File: config.mk
export PLATFORM = sky130hd
export DESIGN_NAME = tohlc_out
export DESIGN_NICKNAME = d
export VERILOG_FILES = /design/src/rtl/core/tohlc_pkg.sv /design/src/rtl/core/tohlc_out.sv
export SDC_FILE = /design/constraint.sdc
export NUM_CORES = 2
export LEC_CHECK = 0
export ABC_AREA = 1
export BUFFER_PORTS_ARGS = -buffer_cell sky130_fd_sc_hd__clkbuf_2
export CORE_MARGIN = 1.5
export CORE_UTILIZATION = 30
export DETAILED_ROUTE_END_ITERATION = 12
export SYNTH_ARGS = -nofsm -noshare
export SYNTH_HDL_FRONTEND = slang
export SYNTH_SLANG_ARGS = --single-unit
export TNS_END_PERCENT = 5
File: constraint.sdc
create_clock -name clk -period 23.8 [get_ports clk]
set_input_delay 3.57 -clock clk [delete_from_list [all_inputs] [get_ports clk]]
set_output_delay 3.57 -clock clk [all_outputs]
set_load 0.05 [all_outputs]
File: src/rtl/core/tohlc_pkg.sv
// Shared types and constants for the tick to OHLC bar aggregator.
// Holds the result record, the pipeline push record and fixed codes.
// No dependencies.
`default_nettype none

package tohlc_pkg;

  localparam logic       KIND_MINUTE         = 1'b0;
  localparam logic       KIND_COARSE         = 1'b1;
  localparam logic [10:0] LAST_MINUTE_OF_DAY = 11'd1439;
  localparam logic [5:0] BARS_PER_GROUP_RESET = 6'd2;
  localparam logic [2:0] ADDR_BARS_PER_GROUP  = 3'd0;
  localparam int         QUEUE_DEPTH          = 8;

  typedef struct packed {
    logic        bar_kind;
    logic [10:0] start_minute;
    logic [30:0] open_price;
    logic [30:0] high_price;
    logic [30:0] low_price;
    logic [30:0] close_price;
    logic [31:0] bar_volume;
    logic [30:0] moving_average;
    logic        average_valid;
    logic        last_of_run;
  } result_t;

  typedef struct packed {
    logic    minute_valid;
    logic    coarse_valid;
    logic    avg_ok;
    result_t minute_bar;
    result_t coarse_bar;
  } push_t;

endpackage

`default_nettype wire

File: src/rtl/core/tohlc_out.sv
// Result path: average divide pipeline and two-write result queue.
// Depends on tohlc_pkg for result_t, push_t and the queue depth.
// Takes up to two results per cycle, delivers one per valid/ready transaction.
`default_nettype none

module tohlc_out import tohlc_pkg::*; #(
  parameter int PERIOD = 10,
  localparam int SUM_W = 31 + $clog2(PERIOD)
) (
  input  wire logic             clk,
  input  wire logic             rst,
  input  wire push_t            push,
  input  wire logic [SUM_W-1:0] push_sum,
  output logic                  room,
  output logic                  out_valid,
  input  wire logic             out_ready,
  output result_t               out_res
);

  localparam int K     = SUM_W + $clog2(PERIOD);
  localparam int RW    = SUM_W + 1;
  localparam int LO_W  = SUM_W / 2;
  localparam int HI_W  = SUM_W - LO_W;
  localparam int PW    = SUM_W + RW;
  localparam logic [RW-1:0] RECIP =
    RW'(((64'd1 << K) + 64'(PERIOD) - 64'd1) / 64'(PERIOD));
  localparam int PTR_W = $clog2(QUEUE_DEPTH);
  localparam int CNT_W = $clog2(QUEUE_DEPTH + 1) + 1;

  logic             a_v0, a_v1, a_ok;
  result_t          a_r0, a_r1;
  logic [SUM_W-1:0] a_sum;

  logic                 b_v0, b_v1, b_ok;
  result_t              b_r0, b_r1;
  logic [LO_W+RW-1:0]   b_plo;
  logic [HI_W+RW-1:0]   b_phi;

  result_t          queue [QUEUE_DEPTH];
  logic [PTR_W-1:0] wr_ptr, rd_ptr;
  logic [CNT_W-1:0] count;

  logic [PW-1:0]    prod;
  logic [PW-1:0]    quot;
  result_t          coarse_fix;
  logic             pop;
  logic [CNT_W-1:0] occupancy;
  logic [CNT_W-1:0] n_push;

  always_ff @(posedge clk) begin
    if (rst) begin
      a_v0 <= 1'b0;
      a_v1 <= 1'b0;
      b_v0 <= 1'b0;
      b_v1 <= 1'b0;
    end else begin
      a_v0 <= push.minute_valid;
      a_v1 <= push.coarse_valid;
      b_v0 <= a_v0;
      b_v1 <= a_v1;
    end
  end

  always_ff @(posedge clk) begin
    a_r0  <= push.minute_bar;
    a_r1  <= push.coarse_bar;
    a_ok  <= push.avg_ok;
    a_sum <= push_sum;
    b_r0  <= a_r0;
    b_r1  <= a_r1;
    b_ok  <= a_ok;
    b_plo <= (LO_W+RW)'(a_sum[LO_W-1:0]) * (LO_W+RW)'(RECIP);
    b_phi <= (HI_W+RW)'(a_sum[SUM_W-1:LO_W]) * (HI_W+RW)'(RECIP);
  end

  always_comb begin
    prod       = (PW'(b_phi) << LO_W) + PW'(b_plo);
    quot       = prod >> K;
    coarse_fix = b_r1;
    coarse_fix.moving_average = b_ok ? quot[30:0] : 31'd0;
    coarse_fix.average_valid  = b_ok;
  end

  assign out_valid = (count != '0);
  assign out_res   = queue[rd_ptr];
  assign pop       = out_valid && out_ready;
  assign n_push    = CNT_W'(b_v0) + CNT_W'(b_v1);
  assign occupancy = count + CNT_W'(a_v0) + CNT_W'(a_v1) + CNT_W'(b_v0) + CNT_W'(b_v1);
  assign room      = (occupancy <= CNT_W'(QUEUE_DEPTH - 2));

  always_ff @(posedge clk) begin
    if (b_v0) begin
      queue[wr_ptr] <= b_r0;
    end
    if (b_v1) begin
      queue[wr_ptr + PTR_W'(1)] <= coarse_fix;
    end
  end

  always_ff @(posedge clk) begin
    if (rst) begin
      wr_ptr <= '0;
      rd_ptr <= '0;
      count  <= '0;
    end else begin
      wr_ptr <= wr_ptr + PTR_W'(n_push);
      if (pop) begin
        rd_ptr <= rd_ptr + PTR_W'(1);
      end
      count <= count + n_push - CNT_W'(pop);
    end
  end

endmodule

`default_nettype wire

======== After elaboration in Yosys (flattened, before gate mapping) ========
Memory sizes are Yosys's and may differ from the RTL's. A register that Yosys moved wholly into a read port is not among the register bits.
Cells that the tools add are included.
word-level totals
  bits in registers ....................... 898
  RAM bits ................................ 1,608
  bits of input ports ..................... 443
  output and inout bits ................... 203
  word-level logic and storage cells ...... 72
  memories kept ........................... 1
memory list
  name   depth  width  rd ports  clocked after memory_dff  write ports  RTL line         RTL
  queue  8      201    1         1                         2            tohlc_out.sv:39  result_t queue [QUEUE_DEPTH];
cells by class
  $add $sub $neg .......................... 11
  multiply operators ...................... 2
  $lt $le $gt $ge ......................... 1
  mux-type cells .......................... 7
  reduce and logical (&&, ||, !) cells .... 2
operator list
  operator                number
  $add 70x53->70          1
  $mul 17x36->53 const B  1
  $mul 18x36->53 const B  1
  $mux 31                 1
  $add 5x1->5             4
  $add 3x1->3 const B     2
  $mux 3                  2
  $add 5x2->5             1
  $le 5x3->1 const B      1
  $reduce_bool 5->1       1
  $sub 5x1->5             1
  $mux 1                  4
  $add 3x2->3             1
  $add 1x1->2             1
  $logic_and 1x1->1       1

======== Logic depth before layout (Yosys ltp) ========
  depth in word-level cells ............... 5
  mapped depth ............................ 28
  gate-level depth less buffers ........... 26

======== Least setup slack after synthesis ========
OpenSTA, ideal clock, no wires.
  path type ............................... flip-flop to flip-flop
  start ................................... register wr_ptr[1]
  end ..................................... memory queue[4][0] (netlist name), enable pin
  setup time .............................. 1.040 ns
  arrival time ............................ 14.503 ns
  required time ........................... 22.760 ns
  slack ................................... 8.258 ns
  cell stages (with the launch flop) ...... 4
  buffers on the path ..................... 0
  period minus slack after synthesis ...... 15.542 ns
  cells stage by stage .................... dfxtp_1 -> inv_1 -> nand2_1 -> o21ai_0
RTL lines
  element                 RTL line          RTL
  from (decl)             tohlc_out.sv:40   logic [PTR_W-1:0] wr_ptr, rd_ptr;
  from (signal assigned)  tohlc_out.sv:106  wr_ptr <= wr_ptr + PTR_W'(n_push);
  to (decl)               tohlc_out.sv:39

==> impl_metrics.env <==
export IMPL_status="complete, no violations"
export IMPL_cts_made_buffers=283
export IMPL_ys_ff_latch=2492
export IMPL_r2r_start="a_sum[20]$_DFF_P_"
export IMPL_async_flop_share=0
export IMPL_drc=0
export IMPL_gp_congestion=0.9317
export IMPL_syn_inst=12104
export IMPL_core_area_um2=379200
export IMPL_reg2reg_slack_ns=17.11
export IMPL_wire_per_inst_um=19.86
export IMPL_rsz0062_at_grt="no"
export IMPL_p_leak_nw=49.46
export IMPL_required_ns=20.23
export IMPL_start_kind="flop"
export IMPL_cts_resized=0
export IMPL_area_growth_synth_to_final_pct=13.86
export IMPL_gr_usage_all_layers=0.1745
export IMPL_h_tree_depth=5
export IMPL_detail_route_first_pass_iterations=7
export IMPL_clock_fmax_mhz=100.8
export IMPL_finalHoldViolCount=0
export IMPL_min_from="a_ok$_DFF_P_"
export IMPL_start_util=0.3018
export IMPL_relSlewSlack=0.2250
export IMPL_crit_slowest_cell="buf_4"
export IMPL_root_buffer="clkbuf_16"
export IMPL_ir_drop_uv=149.6
export IMPL_syn_area_um2=114400
export IMPL_post_route_cells_drive_above_1_share=0.1010
export IMPL_ys_seq_area_frac=0.5766
export IMPL_clock_path_buffers=4
export IMPL_fin_crit_ns=9.917
export IMPL_finalClockSkew_ns=0.07490
export IMPL_ys_flop_type="edfxtp_1"
export IMPL_ant_nets=0
export IMPL_first_iter_violations=7847
export IMPL_clkTransAtPathRegs_ns=0.05
export IMPL_holdPathEnd="b_ok$_DFF_P_"
export IMPL_die_w_um=620.6
export IMPL_finalSetupViolCount=0
export IMPL_tns_ns=0
export IMPL_cts_tree="yes"
export IMPL_grt_pass1_vias=80556
export IMPL_crit_type="flop to output pin"
export IMPL_path_max_fanout=88
export IMPL_nNetsFinal=13215
export IMPL_cts_setup_buffers=0
export IMPL_grt_pass1_wl_um=509300
export IMPL_grt_max_degree=211
export IMPL_antenna_found_initial=42
export IMPL_die_h_um=620.6
export IMPL_r2r_cells=18
export IMPL_cp_common_cell="buf_4"
export IMPL_vias=85244
export IMPL_drt_total_wl_um=348200
export IMPL_slew_viol_final=0
export IMPL_avgSynthCellArea_um2=9.454
export IMPL_clock_latency_ns=0.93
export IMPL_crit_arrival_ns=6.35
export IMPL_hold_buffers=0
export IMPL_worstPathCellList="buf_4, buf_4, buf_4, buf_4, o21ai_0, o22ai_1, nor2_1, a31oi_1, clkbuf_2"
export IMPL_power_per_cell_area_nw_per_um2=122.9
export IMPL_cts_sinks=2492
export IMPL_vias_per_cell=4.861
export IMPL_endpoint_kind="output pin"
export IMPL_slowest_delay_ns=0.89
export IMPL_fillers=37940
export IMPL_r2r_end="b_phi[46]$_DFF_P_"
export IMPL_syn_nets=13060
export IMPL_die_area_um2=385200
export IMPL_cap_violations=0
export IMPL_tightest_slew_ns=1.163
export IMPL_globalRoute_totalOverflow=0
export IMPL_synth_edf_count=1608
export IMPL_top_level_ports=646
export IMPL_final_core_util=0.3436
export IMPL_hold_class="flop to flop"
export IMPL_timing_final_crit_share=0.4167
export IMPL_rows=226
export IMPL_dp_hpwl_um=217200
export IMPL_ys_warn_count=0
export IMPL_portBuffers=613
export IMPL_holdPathStages=0
export IMPL_synth_cell_types=48
==> cell usage after synthesis (21+ instances only) <==
library cell     n  share of area
ha_1           320          0.035
nor3_1          26         0.0011
fa_1           193          0.034
nand3_1        176         0.0077
o21bai_1        21         0.0014
a31oi_1        211          0.012
clkbuf_1       288         0.0094
nand2_1       2348          0.077
o21ai_1        150         0.0066
buf_1           33         0.0011
buf_4           67         0.0044
o21ai_0       2212          0.097
dfxtp_1        884           0.15
xor2_1          52         0.0040
o22ai_1        201          0.011
nand4_1         96         0.0052
buf_2          466          0.020
a21oi_1        145         0.0063
inv_1          817          0.027
edfxtp_1      1608           0.42
nor2_1        1622          0.053
==> cells in the final DEF (no fill, tap or decap), types with 96 or more instances in the layout <==
| cell type | count |
|---|---|
| nand2_1 | 2348 |
| o21ai_0 | 2204 |
| nor2_1 | 1622 |
| edfxtp_1 | 1608 |
| dfxtp_1 | 881 |
| inv_1 | 817 |
| clkbuf_2 | 613 |
| ha_1 | 320 |
| clkbuf_16 | 295 |
| a31oi_1 | 209 |
| o22ai_1 | 201 |
| fa_1 | 193 |
| nand3_1 | 176 |
| o21ai_1 | 150 |
| a21oi_1 | 145 |
| buf_4 | 124 |
| nand4_1 | 96 |
==> layer usage <==
| metal | GRT usage | part of all wire |
|---|---|---|
| met5 | 0 | 0.00021 |
| met4 | 0.06214 | 0.033 |
| met3 | 0.02368 | 0.072 |
| met2 | 0.2931 | 0.47 |
| met1 | 0.2291 | 0.42 |
==> metrics by stage <==
stage | setup WS [ns] | cells | hold WS (ns) | total power (W) | instance area (um^2)
2_1_floorplan | 8.258 | 12104 | 0.3096 | 0.009817 | 114400
3_3_place_gp | 14.84 | 16990 | 0.3112 | 0.01164 | 120900
3_5_place_dp | 14.77 | 16990 | 0.3121 | 0.01168 | 120900
4_1_cts | 13.72 | 17515 | 0.3071 | 0.01606 | 130300
5_1_grt | 13.53 | 17529 | 0.3212 | 0.01700 | 130300
6_report | 13.88 | 17535 | 0.3069 | 0.01601 | 130300
==> worst max-delay path: cells and delay by family (launching register included) <==
family / cells / cell delay (ns)
compound gates: 3 / 0.83
buf+inv: 5 / 3.45
simple gates: 1 / 0.06
flops: 1 / 0.79
==> area by class of cell <==
cell class                 count  area [um^2]  area share
sequential                  2492        65990      0.5065
clock inverter               132         1345     0.01032
timing repair buffer         747         4199     0.03223
clock buffer                 393         8034     0.06166
multi-input combinational   7898        41240      0.3165
inverter                     837         3164     0.02428
tap                         5016         6276     0.04817
antenna                       20        50.05   0.0003841
==> state kept, by name, summed over array words and instances (netlist names), 3 cells and up, named ones only <==
| signal | flops |
|---|---|
| a_r0 | 201 |
| a_r1 | 169 |
| a_sum | 35 |
| b_phi | 53 |
| b_plo | 36 |
| b_r0 | 201 |
| b_r1 | 169 |
| count | 5 |
| queue | 1608 |
| rd_ptr | 3 |
| wr_ptr | 3 |
==> kinds of logic (layout without fill, tap and decap cells) <==
logic type	count (synthesis)	in the layout	synth area share
adders and majority gates	513	513	0.06875
xor gates and xnor gates	72	72	0.005511
other	0	20	0
buffers and inverters	1714	2109	0.06393
and+or+nand+nor	4346	4346	0.1498
AOI/OAI and AO/OA	2967	2967	0.1354
DFF	2492	2492	0.5766
==> worst max path at each step <==
stage                    startpoint                     to  slack (ns)  cells past startpoint
2_1_floorplan  wr_ptr[1]$_SDFF_PP0_  queue[4][0]$_DFFE_PP_        8.26                      3
3_3_place_gp                   flop            out_res[69]       14.84                      9
3_5_place_dp                   flop            out_res[47]       14.77                      9
4_1_cts                        flop            out_res[47]       13.72                      9
5_1_grt                        flop            out_res[47]       13.53                      9
6_report                       flop            out_res[47]       13.88                      9
==> power breakdown <==
part	leakage, nW	switching [W]	internal [W]
logic	22.9	0.00464	0.00197
registers	22.0	0.000163	0.00489
clock network	4.60	0.00187	0.00248
total	49.5	0.00667	0.00934
No activity file was read; power rests on OpenSTA's default activity.
